[src/hw/rtl/tbf_pkg.sv]
// ----------------------------------------------------------------------------
// tbf_pkg: shared types and constants for the tape block framer
// Field widths, tape frame constants, register codes, queue entry and
// sequencer phase types.
// ----------------------------------------------------------------------------
`default_nettype none

package tbf_pkg;

  localparam int BYTE_W   = 8;
  localparam int COUNT_W  = 5;
  localparam int POS_W    = 16;
  localparam int NAME_LEN = 25;
  localparam int NAME_W   = NAME_LEN * BYTE_W;
  localparam int CFG_IDX_W  = 3;
  localparam int CFG_DATA_W = 64;

  localparam int QUEUE_DEPTH_DEF = 2;

  localparam logic [BYTE_W-1:0]  SYNC_BYTE  = 8'hE6;
  localparam logic [BYTE_W-1:0]  FILL_BYTE  = 8'h55;
  localparam logic [BYTE_W-1:0]  NUM_BASE   = 8'h80;
  localparam logic [BYTE_W-1:0]  ZERO_BYTE  = 8'h00;
  localparam logic [BYTE_W-1:0]  SPACE_CHAR = 8'h20;
  localparam logic [POS_W-1:0]   MAX_LENGTH = 16'hFF00;
  localparam logic [COUNT_W-1:0] PRE_RUN    = 5'd25;

  localparam logic [NAME_W-1:0] NAME_RESET = {NAME_LEN{SPACE_CHAR}};
  localparam logic [BYTE_W-1:0] LOAD_RESET = 8'h01;

  typedef enum logic [CFG_IDX_W-1:0] {
    REG_LOAD_ADDR_HIGH = 3'd0,
    REG_PROGRAM_LENGTH = 3'd1,
    REG_NAME_FIRST     = 3'd2,
    REG_NAME_SECOND    = 3'd3,
    REG_NAME_THIRD     = 3'd4,
    REG_NAME_FINAL     = 3'd5
  } cfg_reg_t;

  typedef struct packed {
    logic [BYTE_W-1:0] load_high;
    logic [POS_W-1:0]  program_length;
    logic [NAME_W-1:0] name_chars;     // char k at bits 8k upward
  } tbf_cfg_t;

  // One accepted item, classified: which frame parts it opens or closes.
  typedef struct packed {
    logic              pre;       // preamble first
    logic              name;      // name block before the data
    logic              chunk;     // data block header before the data
    logic              data;      // data byte run (clear for empty program)
    logic              trail;     // data block sum after the data
    logic              tape_end;  // last run of this entry ends the tape
    logic [2:0]        chunk_num;
    logic [BYTE_W-1:0] value;
    logic [BYTE_W-1:0] blocks;
    logic [BYTE_W-1:0] remain;
  } tbf_entry_t;

  typedef enum logic [2:0] {
    PH_IDLE,
    PH_PRE,
    PH_LEAD,
    PH_CHARS,
    PH_TAIL,
    PH_CHUNK,
    PH_DATA,
    PH_TRAIL
  } tbf_phase_t;

endpackage

`default_nettype wire

[src/hw/rtl/tbf_if.sv]
// ----------------------------------------------------------------------------
// tbf_if: item channels of the tape block framer
// Input channel carries program bytes, output channel carries tape runs.
// ----------------------------------------------------------------------------
`default_nettype none

interface tbf_in_if import tbf_pkg::*; ();
  logic              valid;
  logic              ready;
  logic [BYTE_W-1:0] data_byte;

  modport source (output valid, output data_byte, input ready);
  modport sink   (input valid, input data_byte, output ready);
endinterface

interface tbf_out_if import tbf_pkg::*; ();
  logic               valid;
  logic               ready;
  logic [BYTE_W-1:0]  byte_value;
  logic [COUNT_W-1:0] repeat_count;
  logic               last_of_item;
  logic               end_of_tape;

  modport source (output valid, output byte_value, output repeat_count,
                  output last_of_item, output end_of_tape, input ready);
  modport sink   (input valid, input byte_value, input repeat_count,
                  input last_of_item, input end_of_tape, output ready);
endinterface

`default_nettype wire

[src/hw/rtl/tbf_front.sv]
// ----------------------------------------------------------------------------
// tbf_front: item intake and classification
// Tracks the byte position and turns each item into a queue entry.
// ----------------------------------------------------------------------------
`default_nettype none

module tbf_front import tbf_pkg::*; (
  input  wire logic       clk,
  input  wire logic       rst,
  tbf_in_if.sink          in,
  input  wire tbf_cfg_t   cfg,
  input  wire logic       queue_full,
  output tbf_entry_t      entry,
  output logic            push
);

  logic [POS_W-1:0]  pos;
  logic [POS_W-1:0]  pos_next;
  logic [POS_W-1:0]  len;
  logic [BYTE_W-1:0] blocks;
  logic [POS_W-1:0]  total;
  logic              empty_prog;
  logic              skip;
  logic              accept;

  assign in.ready = !queue_full;
  assign accept   = in.valid && in.ready;

  always_comb begin
    len        = (cfg.program_length > MAX_LENGTH) ? MAX_LENGTH : cfg.program_length;
    blocks     = len[15:8] + BYTE_W'(|len[7:0]);
    total      = {blocks, 8'h00};
    empty_prog = (blocks == '0);
    // past the end of the tape: swallowed, nothing emitted
    skip       = (pos >= total) && !((pos == '0) && empty_prog);

    entry.pre       = (pos == '0);
    entry.name      = !empty_prog && (pos[7:0] == 8'h00);
    entry.chunk     = !empty_prog && (pos[4:0] == 5'd0);
    entry.data      = !empty_prog;
    entry.trail     = !empty_prog && (pos[4:0] == 5'd31);
    entry.tape_end  = empty_prog || (entry.trail && (pos == total - 16'd1));
    entry.chunk_num = pos[7:5];
    entry.value     = (pos < len) ? in.data_byte : ZERO_BYTE;
    entry.blocks    = blocks;
    entry.remain    = blocks - pos[15:8];

    push     = accept && !skip;
    pos_next = pos;
    if (push) begin
      pos_next = empty_prog ? POS_W'(1) : pos + POS_W'(1);
    end
  end

  always_ff @(posedge clk) begin
    if (rst) begin
      pos <= '0;
    end else begin
      pos <= pos_next;
    end
  end

endmodule

`default_nettype wire

[src/hw/rtl/tbf_queue.sv]
// ----------------------------------------------------------------------------
// tbf_queue: entry queue between front and back
// Small register FIFO with a visible head entry.
// ----------------------------------------------------------------------------
`default_nettype none

module tbf_queue import tbf_pkg::*; #(
  parameter int DEPTH = QUEUE_DEPTH_DEF
) (
  input  wire logic       clk,
  input  wire logic       rst,
  input  wire logic       push,
  input  wire tbf_entry_t wr_entry,
  input  wire logic       pop,
  output tbf_entry_t      head,
  output logic            head_valid,
  output logic            full
);

  localparam int PTR_W = (DEPTH > 1) ? $clog2(DEPTH) : 1;
  localparam int CNT_W = $clog2(DEPTH + 1);

  tbf_entry_t       slots [DEPTH];
  logic [PTR_W-1:0] wr_ptr;
  logic [PTR_W-1:0] rd_ptr;
  logic [CNT_W-1:0] count;

  function automatic logic [PTR_W-1:0] bump(input logic [PTR_W-1:0] p);
    return (p == PTR_W'(DEPTH - 1)) ? '0 : p + PTR_W'(1);
  endfunction

  assign head       = slots[rd_ptr];
  assign head_valid = (count != '0);
  assign full       = (count == CNT_W'(DEPTH));

  always_ff @(posedge clk) begin
    if (push) begin
      slots[wr_ptr] <= wr_entry;
    end
  end

  always_ff @(posedge clk) begin
    if (rst) begin
      wr_ptr <= '0;
      rd_ptr <= '0;
      count  <= '0;
    end else begin
      if (push) begin
        wr_ptr <= bump(wr_ptr);
      end
      if (pop) begin
        rd_ptr <= bump(rd_ptr);
      end
      if (push && !pop) begin
        count <= count + CNT_W'(1);
      end else if (pop && !push) begin
        count <= count - CNT_W'(1);
      end
    end
  end

endmodule

`default_nettype wire

[src/hw/rtl/tbf_back.sv]
// ----------------------------------------------------------------------------
// tbf_back: run sequencer
// Expands the head entry into tape runs, one per cycle unless stalled,
// keeps the header and data block sums, and drives the output register.
// ----------------------------------------------------------------------------
`default_nettype none

module tbf_back import tbf_pkg::*; (
  input  wire logic       clk,
  input  wire logic       rst,
  input  wire tbf_cfg_t   cfg,
  input  wire tbf_entry_t head,
  input  wire logic       head_valid,
  output logic            pop,
  tbf_out_if.source       out
);

  tbf_phase_t         phase;
  tbf_phase_t         phase_next;
  logic [COUNT_W-1:0] cnt;
  logic [COUNT_W-1:0] cnt_next;
  tbf_phase_t         cur_phase;
  tbf_phase_t         nph;
  logic [COUNT_W-1:0] cur_cnt;
  logic [COUNT_W-1:0] last_cnt;
  logic               phase_last;
  logic               entry_last;
  logic               fire;

  logic [BYTE_W-1:0]  run_value;
  logic [COUNT_W-1:0] run_count;
  logic [BYTE_W-1:0]  name_char;
  logic [7:0]         char_base;

  logic [BYTE_W-1:0]  hsum;
  logic [BYTE_W-1:0]  hsum_next;
  logic [BYTE_W-1:0]  dsum;
  logic [BYTE_W-1:0]  dsum_next;

  logic               out_valid;
  logic [BYTE_W-1:0]  out_value;
  logic [COUNT_W-1:0] out_count;
  logic               out_last;
  logic               out_eot;

  function automatic tbf_phase_t next_phase(input tbf_phase_t ph, input tbf_entry_t e);
    tbf_phase_t r;
    unique case (ph)
      PH_IDLE:  r = e.pre ? PH_PRE : e.name ? PH_LEAD : e.chunk ? PH_CHUNK :
                    e.data ? PH_DATA : PH_IDLE;
      PH_PRE:   r = e.name ? PH_LEAD : e.chunk ? PH_CHUNK : e.data ? PH_DATA : PH_IDLE;
      PH_LEAD:  r = PH_CHARS;
      PH_CHARS: r = PH_TAIL;
      PH_TAIL:  r = e.chunk ? PH_CHUNK : PH_DATA;
      PH_CHUNK: r = PH_DATA;
      PH_DATA:  r = e.trail ? PH_TRAIL : PH_IDLE;
      PH_TRAIL: r = PH_IDLE;
      default:  r = PH_IDLE;
    endcase
    return r;
  endfunction

  assign fire = head_valid && (!out_valid || out.ready);
  assign pop  = fire && entry_last;

  assign char_base = {cur_cnt, 3'b000};
  assign name_char = cfg.name_chars[char_base +: BYTE_W];

  always_comb begin
    cur_phase = (phase == PH_IDLE) ? next_phase(PH_IDLE, head) : phase;
    cur_cnt   = (phase == PH_IDLE) ? '0 : cnt;
    nph       = next_phase(cur_phase, head);

    run_value = ZERO_BYTE;
    run_count = COUNT_W'(1);
    last_cnt  = '0;
    hsum_next = hsum;
    dsum_next = dsum;

    unique case (cur_phase)
      PH_PRE: begin
        last_cnt  = COUNT_W'(7);
        run_value = cur_cnt[0] ? FILL_BYTE : ZERO_BYTE;
        run_count = PRE_RUN;
      end
      PH_LEAD: begin
        last_cnt  = COUNT_W'(3);
        hsum_next = '0;
        case (cur_cnt[1:0])
          2'd0:    begin run_value = ZERO_BYTE; run_count = COUNT_W'(16); end
          2'd1:    begin run_value = FILL_BYTE; run_count = COUNT_W'(4);  end
          2'd2:    begin run_value = SYNC_BYTE; run_count = COUNT_W'(1);  end
          default: begin run_value = ZERO_BYTE; run_count = COUNT_W'(4);  end
        endcase
      end
      PH_CHARS: begin
        last_cnt  = COUNT_W'(NAME_LEN - 1);
        run_value = name_char;
        hsum_next = hsum + name_char;
      end
      PH_TAIL: begin
        last_cnt = COUNT_W'(4);
        case (cur_cnt[2:0])
          3'd0:    begin run_value = ZERO_BYTE; run_count = COUNT_W'(2); end
          3'd1:    run_value = cfg.load_high;
          3'd2:    run_value = head.blocks;
          3'd3:    run_value = head.remain;
          default: run_value = hsum;
        endcase
        if (cur_cnt == COUNT_W'(1) || cur_cnt == COUNT_W'(2) || cur_cnt == COUNT_W'(3)) begin
          hsum_next = hsum + run_value;
        end
      end
      PH_CHUNK: begin
        last_cnt = COUNT_W'(3);
        case (cur_cnt[1:0])
          2'd0:    begin run_value = ZERO_BYTE; run_count = COUNT_W'(4); end
          2'd1:    run_value = SYNC_BYTE;
          2'd2:    run_value = NUM_BASE + BYTE_W'(head.chunk_num);
          default: begin
            run_value = hsum;
            dsum_next = NUM_BASE + BYTE_W'(head.chunk_num) + hsum;
          end
        endcase
      end
      PH_DATA: begin
        run_value = head.value;
        dsum_next = dsum + head.value;
      end
      PH_TRAIL: begin
        run_value = dsum;
      end
      default: begin
        run_value = ZERO_BYTE;
      end
    endcase

    phase_last = (cur_cnt == last_cnt);
    entry_last = phase_last && (nph == PH_IDLE);

    phase_next = phase;
    cnt_next   = cnt;
    if (fire) begin
      if (entry_last) begin
        phase_next = PH_IDLE;
        cnt_next   = '0;
      end else if (phase_last) begin
        phase_next = nph;
        cnt_next   = '0;
      end else begin
        phase_next = cur_phase;
        cnt_next   = cur_cnt + COUNT_W'(1);
      end
    end
  end

  always_ff @(posedge clk) begin
    if (rst) begin
      phase     <= PH_IDLE;
      cnt       <= '0;
      hsum      <= '0;
      dsum      <= '0;
      out_valid <= 1'b0;
    end else begin
      phase <= phase_next;
      cnt   <= cnt_next;
      if (fire) begin
        hsum      <= hsum_next;
        dsum      <= dsum_next;
        out_valid <= 1'b1;
      end else if (out.ready) begin
        out_valid <= 1'b0;
      end
    end
  end

  always_ff @(posedge clk) begin
    if (fire) begin
      out_value <= run_value;
      out_count <= run_count;
      out_last  <= entry_last;
      out_eot   <= entry_last && head.tape_end;
    end
  end

  assign out.valid        = out_valid;
  assign out.byte_value   = out_value;
  assign out.repeat_count = out_count;
  assign out.last_of_item = out_last;
  assign out.end_of_tape  = out_eot;

endmodule

`default_nettype wire

[src/hw/rtl/tape_block_framer.sv]
// ----------------------------------------------------------------------------
// tape_block_framer: cassette frame builder with run-length output
// Builds the preamble, name blocks and data blocks around program bytes.
// ----------------------------------------------------------------------------
// Each input item is one program byte; the block answers with the tape
// frame it causes as runs of (byte_value, repeat_count), with last_of_item
// on the final run of the item and end_of_tape on the final run of the
// whole image. The front stage tracks the byte position and classifies each
// item (preamble, name block, data block header, checksum trailer) into a
// small queue; the back stage expands the queue head one run per clock
// while the output is not stalled, into a registered output. An item yields
// one run for a plain data byte, two when it closes a 32-byte data block,
// four more when it opens one, and up to 47 for the first item of the tape.
// The front takes a new item every cycle while the queue has room, so a
// burst of plain bytes flows at one item per clock if the output does not
// stall. Items past the end of the tape are accepted and dropped without
// output. Configuration is written through cfg_we/cfg_index/cfg_data while
// the block is idle; indexes beyond the register list are ignored.
// ----------------------------------------------------------------------------
`default_nettype none

module tape_block_framer import tbf_pkg::*; #(
  parameter int QUEUE_DEPTH = QUEUE_DEPTH_DEF
) (
  input  wire logic                  clk,
  input  wire logic                  rst,
  tbf_in_if.sink                     in,
  tbf_out_if.source                  out,
  input  wire logic                  cfg_we,
  input  wire logic [CFG_IDX_W-1:0]  cfg_index,
  input  wire logic [CFG_DATA_W-1:0] cfg_data
);

  tbf_cfg_t   cfg;
  tbf_entry_t wr_entry;
  tbf_entry_t head;
  logic       push;
  logic       pop;
  logic       head_valid;
  logic       queue_full;

  // configuration registers; name chars held as one 25-byte vector
  always_ff @(posedge clk) begin
    if (rst) begin
      cfg.load_high      <= LOAD_RESET;
      cfg.program_length <= '0;
      cfg.name_chars     <= NAME_RESET;
    end else if (cfg_we) begin
      unique case (cfg_reg_t'(cfg_index))
        REG_LOAD_ADDR_HIGH: cfg.load_high              <= cfg_data[BYTE_W-1:0];
        REG_PROGRAM_LENGTH: cfg.program_length         <= cfg_data[POS_W-1:0];
        REG_NAME_FIRST:     cfg.name_chars[63:0]    <= cfg_data;
        REG_NAME_SECOND:    cfg.name_chars[127:64]  <= cfg_data;
        REG_NAME_THIRD:     cfg.name_chars[191:128] <= cfg_data;
        REG_NAME_FINAL:     cfg.name_chars[199:192] <= cfg_data[BYTE_W-1:0];
        default: ;
      endcase
    end
  end

  // intake: position tracking and classification
  tbf_front u_front (
    .clk        (clk),
    .rst        (rst),
    .in         (in),
    .cfg        (cfg),
    .queue_full (queue_full),
    .entry      (wr_entry),
    .push       (push)
  );

  // decouples intake from run expansion
  tbf_queue #(
    .DEPTH (QUEUE_DEPTH)
  ) u_queue (
    .clk        (clk),
    .rst        (rst),
    .push       (push),
    .wr_entry   (wr_entry),
    .pop        (pop),
    .head       (head),
    .head_valid (head_valid),
    .full       (queue_full)
  );

  // run sequencer with header/data sums and output register
  tbf_back u_back (
    .clk        (clk),
    .rst        (rst),
    .cfg        (cfg),
    .head       (head),
    .head_valid (head_valid),
    .pop        (pop),
    .out        (out)
  );

endmodule

`default_nettype wire
[src/flat_wrapper.sv]
// flat-port wrapper written by rule: the top's interface ports become plain ports
module tape_block_framer_flat import tbf_pkg::*;
#(
  parameter int QUEUE_DEPTH = QUEUE_DEPTH_DEF
)
  (clk, rst, cfg_we, cfg_index, cfg_data, in_valid, in_data_byte, in_ready, out_valid, out_byte_value, out_repeat_count, out_last_of_item, out_end_of_tape, out_ready);
  tbf_in_if in_i ();
  tbf_out_if out_i ();
  input  wire logic clk;
  input  wire logic rst;
  input  wire logic cfg_we;
  input  wire logic [CFG_IDX_W-1:0] cfg_index;
  input  wire logic [CFG_DATA_W-1:0] cfg_data;
  input wire logic [$bits(in_i.valid)-1:0] in_valid;
  input wire logic [$bits(in_i.data_byte)-1:0] in_data_byte;
  output wire logic [$bits(in_i.ready)-1:0] in_ready;
  output wire logic [$bits(out_i.valid)-1:0] out_valid;
  output wire logic [$bits(out_i.byte_value)-1:0] out_byte_value;
  output wire logic [$bits(out_i.repeat_count)-1:0] out_repeat_count;
  output wire logic [$bits(out_i.last_of_item)-1:0] out_last_of_item;
  output wire logic [$bits(out_i.end_of_tape)-1:0] out_end_of_tape;
  input wire logic [$bits(out_i.ready)-1:0] out_ready;
  assign in_i.valid = in_valid;
  assign in_i.data_byte = in_data_byte;
  assign in_ready = in_i.ready;
  assign out_valid = out_i.valid;
  assign out_byte_value = out_i.byte_value;
  assign out_repeat_count = out_i.repeat_count;
  assign out_last_of_item = out_i.last_of_item;
  assign out_end_of_tape = out_i.end_of_tape;
  assign out_i.ready = out_ready;
  tape_block_framer #(.QUEUE_DEPTH(QUEUE_DEPTH)) u_core (.clk(clk), .rst(rst), .in(in_i), .out(out_i), .cfg_we(cfg_we), .cfg_index(cfg_index), .cfg_data(cfg_data));
endmodule
[config.mk]
export PLATFORM = sky130hd
export DESIGN_NAME = tape_block_framer_flat
export DESIGN_NICKNAME = d
export VERILOG_FILES = /design/src/hw/rtl/tbf_pkg.sv /design/src/hw/rtl/tbf_if.sv /design/src/hw/rtl/tbf_front.sv /design/src/hw/rtl/tbf_queue.sv /design/src/hw/rtl/tbf_back.sv /design/src/hw/rtl/tape_block_framer.sv /design/src/flat_wrapper.sv
export SDC_FILE = /design/constraint.sdc
export NUM_CORES = 1
export LEC_CHECK = 0
export ABC_AREA = 1
export BUFFER_PORTS_ARGS = -buffer_cell sky130_fd_sc_hd__buf_4
export CORE_MARGIN = 2
export CORE_UTILIZATION = 39
export DETAILED_ROUTE_END_ITERATION = 7
export PLACE_DENSITY_LB_ADDON = 0.12
export SLEW_MARGIN = 20
export SYNTH_ARGS = -nofsm -noshare
export SYNTH_HDL_FRONTEND = slang
export SYNTH_SLANG_ARGS = --single-unit
[constraint.sdc]
create_clock -name clk -period 5.2 [get_ports clk]
set_input_delay 0.26 -clock clk [delete_from_list [all_inputs] [get_ports clk]]
set_output_delay 0.26 -clock clk [all_outputs]
set_load 0.01 [all_outputs]
==> summary.txt <==
status -> completed
GRT Total Usage -> 25.3%
Seq/Total Area, Yosys -> 43.8%
Final min period -> 4430 ps
post-DR vias/cell -> 5.37
clock-pin slew on the worst setup and hold paths -> 60 ps
static leakage -> 9.02 nW
CP Capture Point -> u_core.u_queue.count[1]
row count -> 78
detailed-route wire length per cell -> 19.1 um
Final setup viols -> 0
CTS tree -> done
cts bufs inserted -> 40
ranking of synthesized cells by area -> dfxtp_1, edfxtp_1, nor2_1
cells after synthesis -> 2437
Hold Vio Cnt, Final -> 0
async set-or-reset flop fraction in the synthesized netlist -> 0%
highest clock rate -> 226 MHz
mux cell area share after synthesis -> 0.279%
Synth Register Bits -> 351
Final Cycle Share -> 85.2%
antenna violations before repair -> 1
ys flop type -> dfxtp_1
layout cells sized above 1 -> 9.84%
complex-gate fraction of the synthesized area -> 17.0%
port buffer count -> 96
power density cells -> 446 nW/um2
area share of the leading cell type in the synthesized netlist -> 30.2%
R2R Setup Slk -> 770 ps
EDFF count, synth -> 81
setup tns final -> 0 ps
die width -> 218 um
R2R Path Start -> u_core.cfg[214]
total gr overflow -> 0
# DRC -> 0
total routed wirelength -> 60500 um
vias post-DR -> 17.0k
die height -> 218 um
Mapped Nets -> 2578
Final Non-Filler Cells -> 3161
Iter 0 DRT Violations -> 1615
Clock Skews -> 15.5 ps
I/O Pins -> 97
Skew-Pair Late Insertion Delay -> 580 ps
met2 Usage GRT -> 38.0%
Worst EP arrival -> 4900 ps
met3 Track Usage GR -> 3.15%
initial core utilization -> 39.5%
Reg2Reg Depth -> 24
antenna cell count -> 0
path type of the worst min-delay path -> in -> reg
max_cap viols -> 0
worst r2r dst -> u_core.u_queue.count[1]
main combinational cell family by area after synthesis -> simple AND/OR/NAND/NOR gates
root buffer cell -> clkbuf_16
GPL Wtd Cong -> 0.904
number of global-route vias before repair -> 15.9k
Synth cell types -> 60
largest net degree at the start of global routing -> 153
Slew HR -> 32.9%
first-pass iteration count of the detailed router -> 5
GRT busiest layer -> met2
yosys warns -> 0
Post-DP HPWL -> 40500 um
Longest Clk Path Bufs -> 3
global-route wire length before repair -> 93300 um
Synth Cell Area -> 17900 um2
area leader, netlist -> dfxtp_1
post-route ant nets -> 0
Crit Path Class -> reg -> reg
fin nets -> 2672
origin of the worst setup path -> u_core.cfg[214]
xor/xnor cell area share of the yosys netlist -> 2.00%
critical path startpoint category -> flop
max-slew violation count -> 0
H-tree levels -> 2
post-cts sizing count -> 0
setup repair after global routing missed its margin -> false
Clock Sinks -> 351
adder-cell share of the synthesized area -> 4.43%
Worst Max-Slew Pin Slew -> 1010 ps
pre-CTS setup slack -> 780 ps
Setup crit end kind -> flop
Synth Area in Simple Gates -> 26.0%
setup ws final -> 770 ps
required time worst endpoint -> 5670 ps
die area -> 47600 um2
VDD IR max -> 0.249 mV
grt met1 use -> 37.2%
dpl cells -> 3030
CP Max Fanout -> 9
Syn Area/Cell -> 7.35 um2
Layout Area Growth over Synthesis -> 17.4%
core footprint -> 45400 um2
total power -> 0.00937 W
flip-flops by register name, summed over array words and instances (netlist names), named ones only:
name and cells:
u_core.cfg 224, u_core.u_back.out.end_of_tape 1, u_core.u_back.out.repeat_count 5, u_core.u_front.pos 16, u_core.u_queue.count 2, u_core.u_back.out.byte_value 8, u_core.u_back.dsum 8, u_core.u_back.out.valid 1
u_core.u_back.cnt 5, u_core.u_queue.wr_ptr 1, u_core.u_queue.slots 66, u_core.u_back.hsum 8, u_core.u_back.out.last_of_item 1, u_core.u_back.phase 3, u_core.u_queue.rd_ptr 1
worst min-delay path by stage:
| stage | startpoint | end | slack (ps) | cells past startpoint |
|---|---|---|---|---|
| finish | cfg_data[5] | u_core.cfg[133] | 20 | 3 |
| global route | cfg_data[5] | u_core.cfg[133] | 20 | 3 |
| CTS | cfg_data[5] | u_core.cfg[197] | 6 | 3 |
| detailed placement | u_core.cfg[107] | u_core.cfg[107] | 440 | 2 |
| global placement | u_core.cfg[107] | u_core.cfg[107] | 430 | 2 |
| floorplan | cfg_data[5] | u_core.cfg[197] | 390 | 2 |
layout make-up:
type                       instances  area (um2)
clock inverter                    15         131
sequential                       351        7840
timing repair buffer             189        1600
clock buffer                      57        1160
inverter                         159         607
fill                            4616       24400
multi-input combinational       1790        8940
tap                              600         751
cells in the final DEF, fill, tap and decap left out, types with 5 or more instances in the layout:
cell type	instances
a211oi_1	9
a21oi_1	156
a221oi_1	7
a22oi_1	5
a31oi_1	7
buf_4	127
clkbuf_1	9
clkbuf_16	41
clkbuf_8	7
dfxtp_1	270
dlygate4sd3_1	59
edfxtp_1	81
ha_1	57
inv_1	143
inv_2	13
mux2i_1	5
nand2_1	438
nand2_2	12
nand3_1	152
nand3_2	5
nand4_1	21
nor2_1	452
nor2_2	7
nor3_1	22
nor4_1	5
o211ai_1	18
o21ai_0	294
o21ai_1	11
o221ai_1	5
o22ai_1	16
xor2_1	36
Yosys cell counts, types with 7 or more instances:
master	count
inv_1	145
dfxtp_1	270
ha_1	57
a21oi_1	157
clkbuf_1	100
inv_2	12
nor2_1	457
nand2_1	439
a221oi_1	7
nand4_1	21
o211ai_1	18
o21ai_0	294
a211oi_1	9
o22ai_1	16
xor2_1	36
o21ai_1	11
a31oi_1	7
nor3_1	22
buf_2	26
nand2_2	12
edfxtp_1	81
nand3_1	152
per-stage QoR:
| step | cell area, um2 | hold slack (ps) | utilization (%) |
|---|---|---|---|
| 6_report | 21000 | 16.2 | 46.3 |
| 5_1_grt | 21000 | 22.3 | 46.3 |
| 4_1_cts | 21000 | 5.63 | 46.3 |
| 3_5_place_dp | 19200 | 444 | 42.2 |
| 3_3_place_gp | 19100 | 434 | 42.2 |
| 2_1_floorplan | 17900 | 386 | - |
worst max-delay path: stages, from the launching register on:
cell and delay [ps]:
dfxtp_1 350, inv_1 100, nor3_1 220, nand4_1 140
a21o_1 260, o41ai_1 100, nand4_1 150, ha_1 270
ha_1 220, nand3_1 120, xor2_1 390, inv_1 180
ha_1 390, nand2_1 70, nor2_1 140, nand3_1 100
nand4_1 150, nand2_2 70, nand2_1 80, inv_2 70
ha_1 300, a21oi_1 110, o21ai_0 120, o21ai_0 180
a21oi_1 60
routing by layer:
layer / wire, um / vias to the layer above
met5: 11 / -
met4: 1690 / 2
met3: 3530 / 96
met2: 25900 / 526
met1: 29300 / 8041
li1: - / 8315
kinds of logic after synthesis:
| logic type | Yosys count |
|---|---|
| simple gates | 1129 |
| compound gates | 555 |
| flops | 351 |
| buf+inv | 296 |
| fa+ha+maj | 61 |
| xor+xnor | 40 |
| mux | 5 |
power by group:
group / switching, W / internal (W)
sequential: 0.000156 / 0.00314
combinational: 0.00231 / 0.000943
clock: 0.00121 / 0.00161
repair_timing:
action | 4_1_cts | 5_1_grt
setup buffers | 0 | 0
hold buffers | 59 | 0
hold endpoints to repair | 170 | 0
No activity file was read; power rests on OpenSTA's default activity.
